==> src/design/ilir_pkg.sv <==
// ----------------------------------------------------------------------------
// ilir_pkg
// Shared types and constants for the indexed list with shifting insert/remove.
// ----------------------------------------------------------------------------
`default_nettype none

package ilir_pkg;

  localparam int unsigned ModeW     = 3;
  localparam int unsigned PosW      = 4;
  localparam int unsigned InWordW   = 32;
  localparam int unsigned OutWordW  = 32;
  localparam int unsigned CountOutW = 5;
  localparam int unsigned StatusW   = 2;

  // index/bound width for the cell control, covers the largest list (256)
  localparam int unsigned IdxW = 9;

  typedef enum logic [ModeW-1:0] {
    MODE_APPEND    = 3'd0,
    MODE_POP       = 3'd1,
    MODE_READ      = 3'd2,
    MODE_OVERWRITE = 3'd3,
    MODE_INSERT    = 3'd4,
    MODE_REMOVE    = 3'd5,
    MODE_CLEAR     = 3'd6
  } mode_e;

  typedef enum logic [StatusW-1:0] {
    ST_OK    = 2'd0,
    ST_FULL  = 2'd1,
    ST_EMPTY = 2'd2,
    ST_RANGE = 2'd3
  } status_e;

  // broadcast to every cell in the chain
  typedef struct packed {
    logic            wr_en;
    logic [IdxW-1:0] wr_idx;
    logic            shift_up;    // cells lo < i <= hi take the lower neighbor
    logic            shift_down;  // cells lo <= i < hi take the upper neighbor
    logic [IdxW-1:0] lo;
    logic [IdxW-1:0] hi;
  } cell_ctl_t;

endpackage

`default_nettype wire

==> src/design/ilir_if.sv <==
// ----------------------------------------------------------------------------
// ilir_if
// Request and response channels of the indexed list (valid/ready).
// ----------------------------------------------------------------------------
`default_nettype none

interface ilir_req_if;
  logic                                valid;
  logic                                ready;
  logic [ilir_pkg::ModeW-1:0]          mode;
  logic [ilir_pkg::PosW-1:0]           position;
  logic [ilir_pkg::InWordW-1:0]        word_in;

  modport source (output valid, output mode, output position, output word_in, input ready);
  modport sink   (input valid, input mode, input position, input word_in, output ready);
endinterface

interface ilir_rsp_if;
  logic                                valid;
  logic                                ready;
  logic [ilir_pkg::OutWordW-1:0]       word_out;
  logic [ilir_pkg::CountOutW-1:0]      count_out;
  logic [ilir_pkg::StatusW-1:0]        status;

  modport source (output valid, output word_out, output count_out, output status, input ready);
  modport sink   (input valid, input word_out, input count_out, input status, output ready);
endinterface

`default_nettype wire

==> src/design/ilir_cell.sv <==
// ----------------------------------------------------------------------------
// ilir_cell
// One list entry: holds its word, loads from a neighbor or the request word.
// ----------------------------------------------------------------------------
`default_nettype none

module ilir_cell #(
  parameter int unsigned IDX       = 0,
  parameter int unsigned WORD_BITS = 32
) (
  input  wire logic                     clk_i,
  input  wire ilir_pkg::cell_ctl_t      ctl_i,
  input  wire logic [WORD_BITS-1:0]     word_i,
  input  wire logic [WORD_BITS-1:0]     left_i,
  input  wire logic [WORD_BITS-1:0]     right_i,
  output logic      [WORD_BITS-1:0]     q_o
);

  localparam logic [ilir_pkg::IdxW-1:0] Me = ilir_pkg::IdxW'(IDX);

  logic [WORD_BITS-1:0] q_q;
  logic [WORD_BITS-1:0] q_d;

  always_comb begin
    q_d = q_q;
    if (ctl_i.shift_up && (Me > ctl_i.lo) && (Me <= ctl_i.hi)) begin
      q_d = left_i;
    end else if (ctl_i.shift_down && (Me >= ctl_i.lo) && (Me < ctl_i.hi)) begin
      q_d = right_i;
    end
    if (ctl_i.wr_en && (Me == ctl_i.wr_idx)) begin
      q_d = word_i;
    end
  end

  always_ff @(posedge clk_i) begin
    q_q <= q_d;
  end

  assign q_o = q_q;

endmodule

`default_nettype wire

==> src/design/indexed_list_insert_remove.sv <==
// The response to a request is registered at the clock edge that transfers it.
// Throughput: one request per cycle unless a held response stalls it; every
//   cell loads from a neighbor or the request word in parallel, so a shift is done at once.
// The response register takes a new result whenever it is empty or being drained.
// Reset clears the entry count and the response valid; entry words are unknown
//   until written and are never read before that.
// ----------------------------------------------------------------------------
// indexed_list_insert_remove
// Fixed-capacity ordered list of words with append, pop, read, overwrite,
// shifting insert and remove, and clear, built as a chain of entry cells.
// ----------------------------------------------------------------------------
`default_nettype none

module indexed_list_insert_remove #(
  parameter int unsigned CAPACITY  = 16,
  parameter int unsigned WORD_BITS = 32
) (
  input  wire logic      clk_i,
  input  wire logic      rst_ni,
  ilir_req_if.sink       in_i,
  ilir_rsp_if.source     out_o
);

  localparam int unsigned CntW = $clog2(CAPACITY + 1);
  localparam int unsigned CmpW = (CntW > ilir_pkg::PosW) ? CntW : ilir_pkg::PosW;

  logic                       acc;
  logic [CntW-1:0]            count_q, count_d;
  logic                       out_vld_q;
  logic [ilir_pkg::OutWordW-1:0]  word_out_q, word_out_d;
  logic [ilir_pkg::CountOutW-1:0] count_out_q;
  ilir_pkg::status_e          status_q, status_d;
  ilir_pkg::cell_ctl_t        ctl;

  logic [CmpW-1:0]            pos_ext, cnt_ext, rd_idx;
  logic [63:0]                win_ext, rd_ext;
  logic [WORD_BITS-1:0]       word_store, rd_word;
  logic                       give_word;
  logic [CntW+ilir_pkg::CountOutW-1:0] cnt_wide;

  logic [WORD_BITS-1:0]       cell_q [CAPACITY];

  assign in_i.ready = !out_vld_q || out_o.ready;
  assign acc        = in_i.valid && in_i.ready;

  assign pos_ext    = CmpW'(in_i.position);
  assign cnt_ext    = CmpW'(count_q);
  assign win_ext    = 64'(in_i.word_in);
  assign word_store = win_ext[WORD_BITS-1:0];

  // ---- request decode ----
  always_comb begin
    count_d    = count_q;
    status_d   = ilir_pkg::ST_OK;
    give_word  = 1'b0;
    rd_idx     = pos_ext;
    ctl        = '0;
    unique case (in_i.mode)
      ilir_pkg::MODE_APPEND: begin
        if (count_q == CntW'(CAPACITY)) begin
          status_d = ilir_pkg::ST_FULL;
        end else begin
          ctl.wr_en  = 1'b1;
          ctl.wr_idx = ilir_pkg::IdxW'(count_q);
          count_d    = count_q + CntW'(1);
        end
      end
      ilir_pkg::MODE_POP: begin
        rd_idx = cnt_ext - CmpW'(1);
        if (count_q == '0) begin
          status_d = ilir_pkg::ST_EMPTY;
        end else begin
          give_word = 1'b1;
          count_d   = count_q - CntW'(1);
        end
      end
      ilir_pkg::MODE_READ: begin
        if (count_q == '0) begin
          status_d = ilir_pkg::ST_EMPTY;
        end else if (pos_ext >= cnt_ext) begin
          status_d = ilir_pkg::ST_RANGE;
        end else begin
          give_word = 1'b1;
        end
      end
      ilir_pkg::MODE_OVERWRITE: begin
        if (count_q == '0) begin
          status_d = ilir_pkg::ST_EMPTY;
        end else if (pos_ext >= cnt_ext) begin
          status_d = ilir_pkg::ST_RANGE;
        end else begin
          ctl.wr_en  = 1'b1;
          ctl.wr_idx = ilir_pkg::IdxW'(pos_ext);
        end
      end
      ilir_pkg::MODE_INSERT: begin
        if (count_q == CntW'(CAPACITY)) begin
          status_d = ilir_pkg::ST_FULL;
        end else if (pos_ext > cnt_ext) begin
          status_d = ilir_pkg::ST_RANGE;
        end else begin
          ctl.wr_en    = 1'b1;
          ctl.wr_idx   = ilir_pkg::IdxW'(pos_ext);
          ctl.shift_up = 1'b1;
          ctl.lo       = ilir_pkg::IdxW'(pos_ext);
          ctl.hi       = ilir_pkg::IdxW'(cnt_ext);
          count_d      = count_q + CntW'(1);
        end
      end
      ilir_pkg::MODE_REMOVE: begin
        if (count_q == '0) begin
          status_d = ilir_pkg::ST_EMPTY;
        end else if (pos_ext >= cnt_ext) begin
          status_d = ilir_pkg::ST_RANGE;
        end else begin
          give_word      = 1'b1;
          ctl.shift_down = 1'b1;
          ctl.lo         = ilir_pkg::IdxW'(pos_ext);
          ctl.hi         = ilir_pkg::IdxW'(cnt_ext - CmpW'(1));
          count_d        = count_q - CntW'(1);
        end
      end
      ilir_pkg::MODE_CLEAR: begin
        count_d = '0;
      end
      default: begin
        // unused code: no change
      end
    endcase
    if (!acc) begin
      ctl = '0;
    end
  end

  // ---- cell chain ----
  for (genvar g = 0; g < CAPACITY; g++) begin : g_cell
    logic [WORD_BITS-1:0] left_w, right_w;
    if (g == 0) begin : g_first
      assign left_w = '0;
    end else begin : g_mid_l
      assign left_w = cell_q[g-1];
    end
    if (g == CAPACITY - 1) begin : g_last
      assign right_w = '0;
    end else begin : g_mid_r
      assign right_w = cell_q[g+1];
    end
    ilir_cell #(
      .IDX       (g),
      .WORD_BITS (WORD_BITS)
    ) u_cell (
      .clk_i   (clk_i),
      .ctl_i   (ctl),
      .word_i  (word_store),
      .left_i  (left_w),
      .right_i (right_w),
      .q_o     (cell_q[g])
    );
  end

  // read select over the chain
  always_comb begin
    rd_word = '0;
    for (int i = 0; i < CAPACITY; i++) begin
      if (rd_idx == CmpW'(i)) begin
        rd_word = cell_q[i];
      end
    end
  end

  assign rd_ext     = 64'(rd_word);
  assign word_out_d = give_word ? rd_ext[ilir_pkg::OutWordW-1:0] : '0;
  assign cnt_wide   = (CntW + ilir_pkg::CountOutW)'(count_d);

  // ---- state and response register ----
  always_ff @(posedge clk_i or negedge rst_ni) begin
    if (!rst_ni) begin
      count_q   <= '0;
      out_vld_q <= 1'b0;
    end else begin
      if (acc) begin
        count_q   <= count_d;
        out_vld_q <= 1'b1;
      end else if (out_o.ready) begin
        out_vld_q <= 1'b0;
      end
    end
  end

  always_ff @(posedge clk_i) begin
    if (acc) begin
      word_out_q  <= word_out_d;
      count_out_q <= cnt_wide[ilir_pkg::CountOutW-1:0];
      status_q    <= status_d;
    end
  end

  assign out_o.valid     = out_vld_q;
  assign out_o.word_out  = word_out_q;
  assign out_o.count_out = count_out_q;
  assign out_o.status    = status_q;

  // ---- assertions ----
  a_count_bound: assert property (@(posedge clk_i) disable iff (!rst_ni)
    count_q <= CntW'(CAPACITY))
    else $error("entry count above capacity");

  a_refused_holds: assert property (@(posedge clk_i) disable iff (!rst_ni)
    acc && (status_d != ilir_pkg::ST_OK) |=> count_q == $past(count_q))
    else $error("refused request changed the count");

  a_rsp_follows: assert property (@(posedge clk_i) disable iff (!rst_ni)
    acc |=> out_vld_q && (out_o.count_out == $past(cnt_wide[ilir_pkg::CountOutW-1:0])))
    else $error("response missing after request transfer");

  a_word_zero: assert property (@(posedge clk_i) disable iff (!rst_ni)
    acc && !give_word |=> word_out_q == '0)
    else $error("nonzero word on a request that returns none");

endmodule

`default_nettype wire

==> src/flat_wrapper.sv <==
// flat-port wrapper written by rule: the top's interface ports become plain ports
module indexed_list_insert_remove_flat 
#(
  parameter int unsigned CAPACITY  = 16,
  parameter int unsigned WORD_BITS = 32
)
  (clk_i, rst_ni, in_i_valid, in_i_mode, in_i_position, in_i_word_in, in_i_ready, out_o_valid, out_o_word_out, out_o_count_out, out_o_status, out_o_ready);
  ilir_req_if in_i_i ();
  ilir_rsp_if out_o_i ();
  input  wire logic clk_i;
  input  wire logic rst_ni;
  input wire logic [$bits(in_i_i.valid)-1:0] in_i_valid;
  input wire logic [$bits(in_i_i.mode)-1:0] in_i_mode;
  input wire logic [$bits(in_i_i.position)-1:0] in_i_position;
  input wire logic [$bits(in_i_i.word_in)-1:0] in_i_word_in;
  output wire logic [$bits(in_i_i.ready)-1:0] in_i_ready;
  output wire logic [$bits(out_o_i.valid)-1:0] out_o_valid;
  output wire logic [$bits(out_o_i.word_out)-1:0] out_o_word_out;
  output wire logic [$bits(out_o_i.count_out)-1:0] out_o_count_out;
  output wire logic [$bits(out_o_i.status)-1:0] out_o_status;
  input wire logic [$bits(out_o_i.ready)-1:0] out_o_ready;
  assign in_i_i.valid = in_i_valid;
  assign in_i_i.mode = in_i_mode;
  assign in_i_i.position = in_i_position;
  assign in_i_i.word_in = in_i_word_in;
  assign in_i_ready = in_i_i.ready;
  assign out_o_valid = out_o_i.valid;
  assign out_o_word_out = out_o_i.word_out;
  assign out_o_count_out = out_o_i.count_out;
  assign out_o_status = out_o_i.status;
  assign out_o_i.ready = out_o_ready;
  indexed_list_insert_remove #(.CAPACITY(CAPACITY), .WORD_BITS(WORD_BITS)) u_core (.clk_i(clk_i), .rst_ni(rst_ni), .in_i(in_i_i), .out_o(out_o_i));
endmodule
==> config.mk <==
export PLATFORM = sky130hd
export DESIGN_NAME = indexed_list_insert_remove_flat
export DESIGN_NICKNAME = d
export VERILOG_FILES = /design/src/design/ilir_pkg.sv /design/src/design/ilir_if.sv /design/src/design/ilir_cell.sv /design/src/design/indexed_list_insert_remove.sv /design/src/flat_wrapper.sv
export SDC_FILE = /design/constraint.sdc
export NUM_CORES = 1
export LEC_CHECK = 0
export ABC_AREA = 1
export BUFFER_PORTS_ARGS = -buffer_cell sky130_fd_sc_hd__buf_2
export CELL_PAD_IN_SITES_DETAIL_PLACEMENT = 1
export CELL_PAD_IN_SITES_GLOBAL_PLACEMENT = 2
export CORE_UTILIZATION = 40
export DETAILED_ROUTE_END_ITERATION = 8
export PLACE_DENSITY = 0.91
export SYNTH_ARGS = -nofsm -noshare
export SYNTH_HDL_FRONTEND = slang
export SYNTH_SLANG_ARGS = --single-unit
==> constraint.sdc <==
create_clock -name clk_i -period 15.43 [get_ports clk_i]
set_clock_uncertainty 0.1 [all_clocks]
set_input_delay 2.3145 -clock clk_i [delete_from_list [all_inputs] [get_ports clk_i]]
set_output_delay 2.3145 -clock clk_i [all_outputs]
set_load 0.005 [all_outputs]
## Yosys cells after proc, flatten, opt, wreduce, memory -nomap -nowiden

Index checks and enable logic that the tools add are counted.

| cells by class | value |
|---|---|
| add/sub/neg operators | 3 |
| order comparisons | 66 |
| equal/unequal tests | 37 |
| muxes and demuxes | 99 |
| reduce and logical (&&, ||, !) cells | 106 |

Operators with widths:

| cell | number |
|---|---|
| 2-to-1 mux 32 bit | 64 |
| logical AND 1 bit | 81 |
| == test 4 x 9 -> 1 bit (first input constant) | 8 |
| greater-or-equal comparator 4 x 9 -> 1 bit (first input constant) | 8 |
| > comparator 4 x 9 -> 1 bit (first input constant) | 8 |
| <= comparator 4 x 9 -> 1 bit (first input constant) | 8 |
| less-than comparator 4 x 9 -> 1 bit (first input constant) | 8 |
| nonzero test 3 bit | 16 |
| == test 5 x 4 -> 1 bit (second input constant) | 8 |
| 2-to-1 mux 19 bit | 2 |
| == test 3 x 9 -> 1 bit (first input constant) | 4 |
| greater-or-equal comparator 3 x 9 -> 1 bit (first input constant) | 4 |
| > comparator 3 x 9 -> 1 bit (first input constant) | 4 |
| <= comparator 3 x 9 -> 1 bit (first input constant) | 4 |
| less-than comparator 3 x 9 -> 1 bit (first input constant) | 4 |
| case mux 18 bit (2 select lines) | 1 |
| 2-to-1 mux 5 bit | 7 |
| 2-to-1 mux 10 bit | 3 |
| 2-to-1 mux 30 bit | 1 |
| case mux 10 bit (3 select lines) | 1 |
| case mux 5 bit (5 select lines) | 1 |
| 2-to-1 mux 11 bit | 2 |
| == test 5 x 3 -> 1 bit (second input constant) | 4 |
| == test 2 x 9 -> 1 bit (first input constant) | 2 |
| 34 further kinds | 58 |

| word-level totals | value |
|---|---|
| flip-flop bits (word level) | 557 |
| input port bits | 43 |
| output and inout bits | 41 |
| logic and storage cells | 332 |

## Longest topological paths before layout

| logic depth | value |
|---|---|
| depth in word-level cells | 19 |
| gate-level depth with buffers | 23 |
| depth with buffers taken out | 21 |

## Cells and area by module

From an unflattened synthesis, not the netlist that was laid out.

| unflattened totals | value |
|---|---|
| cells, all modules | 6054 |
| area, all modules | 43544.3 um^2 |

By module, submodules not included:

| module | times used | cells an instance | area an instance (um^2) | seq. area each (um^2) |
|---|---|---|---|---|
| indexed_list_insert_remove | 1 | 1194 | 6547.5 | 1321.3 |
| ilir_cell (u_core.g_cell[8].u_cell) | 1 | 318 | 2786.4 | 960.9 |
| ilir_cell (u_core.g_cell[15].u_cell) | 1 | 312 | 2691.3 | 960.9 |
| ilir_cell (u_core.g_cell[7].u_cell) | 1 | 306 | 2641.3 | 960.9 |
| ilir_cell (u_core.g_cell[14].u_cell) | 1 | 313 | 2625.0 | 960.9 |
| ilir_cell (u_core.g_cell[11].u_cell) | 1 | 314 | 2472.4 | 960.9 |
| ilir_cell (u_core.g_cell[9].u_cell) | 1 | 314 | 2298.5 | 960.9 |
| ilir_cell (u_core.g_cell[10].u_cell) | 1 | 320 | 2265.9 | 960.9 |
| ilir_cell (u_core.g_cell[3].u_cell) | 1 | 311 | 2239.6 | 960.9 |
| ilir_cell (u_core.g_cell[12].u_cell) | 1 | 316 | 2222.1 | 960.9 |
| ilir_cell (u_core.g_cell[6].u_cell) | 1 | 312 | 2207.1 | 960.9 |
| ilir_cell (u_core.g_cell[2].u_cell) | 1 | 295 | 2184.6 | 960.9 |
| ilir_cell (u_core.g_cell[4].u_cell) | 1 | 311 | 2179.6 | 960.9 |
| ilir_cell (u_core.g_cell[5].u_cell) | 1 | 310 | 2172.1 | 960.9 |
| +3 rows | - | - | - | - |

## Worst setup path after synthesis

Ideal clock, no wire load.

| timing path | value |
|---|---|
| path type | input-to-reg |
| start point | input in_i_position[2] |
| end point | register u_core.g_cell[15].u_cell.q_q[0] (enable) |
| setup time | 0.533 ns |
| data arrival time | 7.415 ns |
| data required time | 14.797 ns |
| path slack | 7.382 ns |
| stages on the path | 9 |
| path buffers | 0 |
| cells stage by stage | ha_1 > a21o_1 > a22oi_2 > nand2_2 > nor2_4 > nand2_1 > nor3_1 > nor2_4 > o311ai_0 |

| between the ends | value |
|---|---|
| word-level cells in the longest chain between the ends | 9 |
| elaborated cells between the ends (all ways) | 26 |
| classes of those cells | 6 x order compare; 1 x eq/ne; 13 x mux; 6 x reduce/logical |

Ends and longest elaborated chain:

| element | RTL line | text |
|---|---|---|
| from (decl) | flat_wrapper.sv:14 | `input wire logic [$bits(in_i_i.position)-1:0] in_i_position;` |
| greater-or-equal comparator 4 x 5 -> 1 bit or > comparator 4 x 5 -> 1 bit (tied branches) | indexed_list_insert_remove.sv:89, indexed_list_insert_remove.sv:113, indexed_list_insert_remove.sv:99 |  |
| 2-to-1 mux 19 bit or 2-to-1 mux 13 bit (tied branches) | indexed_list_insert_remove.sv:113, indexed_list_insert_remove.sv:99 |  |
| 2-to-1 mux 19 bit or 2-to-1 mux 18 bit (tied branches) | indexed_list_insert_remove.sv:111, indexed_list_insert_remove.sv:97 |  |
| case mux 18 bit (2 select lines) | indexed_list_insert_remove.sv:58 | `unique case (in_i.mode)` |
| 2-to-1 mux 30 bit * | indexed_list_insert_remove.sv:130 | `if (!acc) begin` |
| > comparator 4 x 9 -> 1 bit or greater-or-equal comparator 4 x 9 -> 1 bit (tied branches) | ilir_cell.sv:26, ilir_cell.sv:28 |  |
| logical AND 1 bit (on tied branches) (2 in a row) | ilir_cell.sv:26, ilir_cell.sv:28 |  |
| nonzero test 3 bit (no line) * | - |  |
| to (signal assigned) | ilir_cell.sv:37 | `q_q <= q_d;` |
| to (decl) | ilir_cell.sv:21 | `logic [WORD_BITS-1:0] q_q;` |

Every way passes the cells marked *; elsewhere a longest branch is shown, timed or not.
A chain may end at the register's enable or synchronous reset.

## Final worst setup path

| timing path | value |
|---|---|
| start point | input in_i_position[2] |
| end point | register u_core.g_cell[13].u_cell.q_q[9] (enable) |

| between the ends | value |
|---|---|
| word-level cells in the longest chain between the ends | 9 |
| elaborated cells between the ends (all ways) | 26 |
| classes of those cells | 6 x order compare; 1 x eq/ne; 13 x mux; 6 x reduce/logical |

Ends and longest elaborated chain:

| element | RTL line |
|---|---|
| greater-or-equal comparator 4 x 5 -> 1 bit or > comparator 4 x 5 -> 1 bit (tied branches) | indexed_list_insert_remove.sv:89, indexed_list_insert_remove.sv:113, indexed_list_insert_remove.sv:99 |
| 2-to-1 mux 19 bit or 2-to-1 mux 13 bit (tied branches) | indexed_list_insert_remove.sv:113, indexed_list_insert_remove.sv:99 |
| 2-to-1 mux 19 bit or 2-to-1 mux 18 bit (tied branches) | indexed_list_insert_remove.sv:111, indexed_list_insert_remove.sv:97 |
| case mux 18 bit (2 select lines) | indexed_list_insert_remove.sv:58 |
| 2-to-1 mux 30 bit * | indexed_list_insert_remove.sv:130 |
| > comparator 4 x 9 -> 1 bit or greater-or-equal comparator 4 x 9 -> 1 bit (tied branches) | ilir_cell.sv:26, ilir_cell.sv:28 |
| logical AND 1 bit (on tied branches) (2 in a row) | ilir_cell.sv:26, ilir_cell.sv:28 |
| nonzero test 3 bit (no line) * | - |
| to (signal assigned) | ilir_cell.sv:37 |
| to (decl) | ilir_cell.sv:21 |

Marked as above.

==> flow_metrics.env <==
export IMPL_dpl_hpwl_mm=91.7
export IMPL_hold_buffers=0
export IMPL_synth_top_family_by_area="simple AND/OR/NAND/NOR gates"
export IMPL_synth_fa_ha_area_share_pct=0.334
export IMPL_synth_edf_count=551
export IMPL_powerDensity_nw_per_um2=103
export IMPL_yosys_area_share_simple_pct=27.1
export IMPL_rsz0062_at_grt="no"
export IMPL_coreArea_um2=83600
export IMPL_vias_per_cell=5.92
export IMPL_critical_path_top_delay_family="simple AND/OR/NAND/NOR gates"
export IMPL_slew_viol_final=0
export IMPL_clockBufferDepth=3
export IMPL_end_kind="flop"
export IMPL_crit_slowest_cell="nand3_2"
export IMPL_drt_iter0_markers=2588
export IMPL_fmax_ghz=0.152
export IMPL_die_height_um=293
export IMPL_post_cts_resized=0
export IMPL_syn_to_final_growth_pct=9.64
export IMPL_synth_seq_cells=557
export IMPL_crit_fanout=33
export IMPL_drc=0
export IMPL_crit_type="in2reg"
export IMPL_drive_gt1_share_pct=8.52
export IMPL_io_pins=84
export IMPL_die_w_um=293
export IMPL_cp_arrival_ns=6.49
export IMPL_grt_max_degree=66
export IMPL_cts_buffers_inserted=69
export IMPL_antenna_left=0
export IMPL_synth_top_area_cell="edfxtp_1"
export IMPL_relSlewSlack_pct=17.7
export IMPL_postCtsSetupBuffers=0
export IMPL_clk_latency_ns=0.63
export IMPL_dr_pass1_iters=6
export IMPL_timing_hold_violations_final=0
export IMPL_syn_area_per_cell_um2=7.80
export IMPL_fin_ws_ns=8.86
export IMPL_synth_compound_area_share_pct=13.6
export IMPL_rows=106
export IMPL_tns_ns=0
export IMPL_ys_flop_type="edfxtp_1"
export IMPL_dp_slack_ns=8.30
export IMPL_min_period_ns=6.57
export IMPL_initial_utilization_pct=40.4
export IMPL_synth_fp_nets=4377
export IMPL_dieArea_um2=85600
export IMPL_start_kind="input pin"
export IMPL_cp_cell_sequence="buf_2 -> ha_1 -> a21o_1 -> a22oi_2 -> nand3_1 -> nor2_1 -> nand2_2 -> nand2_2 -> nand2_1 -> nor2_4 -> nand2_1 -> nor2_1 -> nor2_2 -> buf_4 -> nand2_2 -> nand3_2"
export IMPL_htree_levels=3
export IMPL_ir_drop_mv=0.0738
export IMPL_clk_pin_slew_ns=0.06
export IMPL_muxShareOfSynthArea_pct=0
export IMPL_worstMarginPinSlew_ns=1.23
export IMPL_gp_congestion=0.877
export IMPL_cts_sinks=557
export IMPL_finalCritPeriodShare_pct=42.6
export IMPL_leakage_uw=0.0154
export IMPL_synth_top_area_share_pct=49.0
export IMPL_vias=31800
export IMPL_track_usage_pct=30.8
export IMPL_synth_area_leaders="edfxtp_1 (49%), nand2_1 (13%), nand3_1 (7.0%)"
export IMPL_synthTopCellsByCount="nand2_1 (1208), edfxtp_1 (551), nand3_1 (473)"
export IMPL_synth_cells=4325
export IMPL_routedWlPerCell_um=24.9
export IMPL_drv_cap=0
export IMPL_async_reset_ff_share_pct=1.08
export IMPL_synth_area_um2=33800
export IMPL_yosysMostFrequentCell="nand2_1"
export IMPL_cts_tree="done"
export IMPL_cts_root_buf="clkbuf_16"
export IMPL_port_buffers=83
export IMPL_worst_path_buf_inv=2
export IMPL_critPathMaxStageDelay_ns=1.01
export IMPL_final_net_count=4294
export IMPL_status="complete, no violations"
export IMPL_cp_common_cell="nand2_2"
export IMPL_wl_mm=134
export IMPL_ys_seq_area_share_pct=49.5
export IMPL_grt_pass1_vias=32400
export IMPL_holdCritPathClass="reg2reg"
export IMPL_yosysWarnings=0
export IMPL_synth_xor_area_share_pct=0.0778
export IMPL_grt_pass1_wl_mm=200
export IMPL_crit_required_ns=15.35
export IMPL_synth_distinct_cells=51
export IMPL_overflow=0
export IMPL_grt_antenna_before_repair=2
export IMPL_setup_viol=0
## cell type report
| cell class | instances | area (um2) |
|---|---|---|
| Tap cell | 1080 | 1350 |
| Multi-Input combinational cell | 2978 | 14100 |
| Clock inverter | 34 | 238 |
| Antenna cell | 2 | 5.00 |
| Clock buffer | 89 | 1880 |
| Sequential cell | 557 | 16700 |
| Inverter | 483 | 1810 |
| Fill cell | 10200 | 46500 |
| Timing Repair Buffer | 153 | 941 |
## flip-flops by register name, indices dropped and copies added (netlist names)
signal and count:
u_core.cnt_ext 5, u_core.g_cell.u_cell.q_o 512, u_core.out_o.valid 1, u_core.out_o.word_out 32, u_core.out_o.status 2, u_core.out_o.count_out 5
## power breakdown
group          switching, uW  internal, uW  total [uW]  leakage, uW
sequential              20.1          1680        1700      0.00517
combinational            395           121         516      0.00918
clock                    695           898        1590      0.00104
total                   1110          2700        3810       0.0154
## worst register-to-register path, delay by kind of cell (launching register included)
family                     cells  cell delay (ns)
AOI/OAI and AO/OA              2             0.35
adders and majority gates      1             0.35
buffers and inverters          2             0.50
DFF                            1             0.50
and+or+nand+nor               11             3.06
## path summary, 6_finish.rpt
path / startpoint / endpoint / slack [ns] / depth (start not counted)
worst max register to register: u_core.cnt_ext[2] / u_core.g_cell[13].u_cell.q_o[9] / 9.91 / 16
worst max-delay path: in_i_position[2] / u_core.g_cell[13].u_cell.q_o[9] / 8.86 / 16
max in group asynchronous: rst_ni / u_core.out_o.valid / 13.66 / 1
worst min register to register: u_core.out_o.valid / u_core.out_o.valid / 0.44 / 2
worst min-delay path: u_core.out_o.valid / u_core.out_o.valid / 0.44 / 2
min in group asynchronous: rst_ni / u_core.cnt_ext[4] / 1.41 / 1
## cells in the final DEF (no fill, tap or decap), types with 9 or more instances in the layout
master	Yosys	final
o21ai_1	183	182
o211ai_1	133	133
nor3_1	10	10
buf_2	123	83
inv_2	16	21
ha_1	9	9
clkbuf_1	157	14
clkinv_2	0	11
nand3_2	2	15
nand4_1	86	86
a31oi_1	120	120
nand2_1	1208	1202
nand3_1	473	460
nor2_2	9	24
nor2_1	349	333
edfxtp_1	551	551
inv_1	464	460
a21oi_1	49	47
clkinv_1	3	16
clkbuf_16	0	71
buf_4	9	70
o21ai_0	279	278
nand2_2	15	21
## kinds of logic after synthesis
group | Yosys count
simple gates | 2171
compound gates | 795
buf+inv | 790
flops | 557
fa+ha+maj | 9
xor+xnor | 3
## layer usage
layer  wire length (um)  vias to the layer above  GRT usage, %
met1              52500                    15800          37.1
met5                 13                        -             0
li1                   -                    14500             -
met3               6970                      355          3.39
met4               7190                        2          15.5
met2              67100                     1160          54.4
## stage by stage
step           total power, uW  area (um2)  cells  hold WS, ns  util, %
6_report                  3810       37000   5376        0.444     44.3
3_5_place_dp              2240       34900   5251        0.427     41.8
5_1_grt                   3910       37000   5374        0.504     44.3
4_1_cts                   3820       37000   5374        0.444     44.3
2_1_floorplan             2010       33800   4325        0.425        -
3_3_place_gp              2240       34900   5251        0.408     41.8
(Power assumes the default switching activity.)
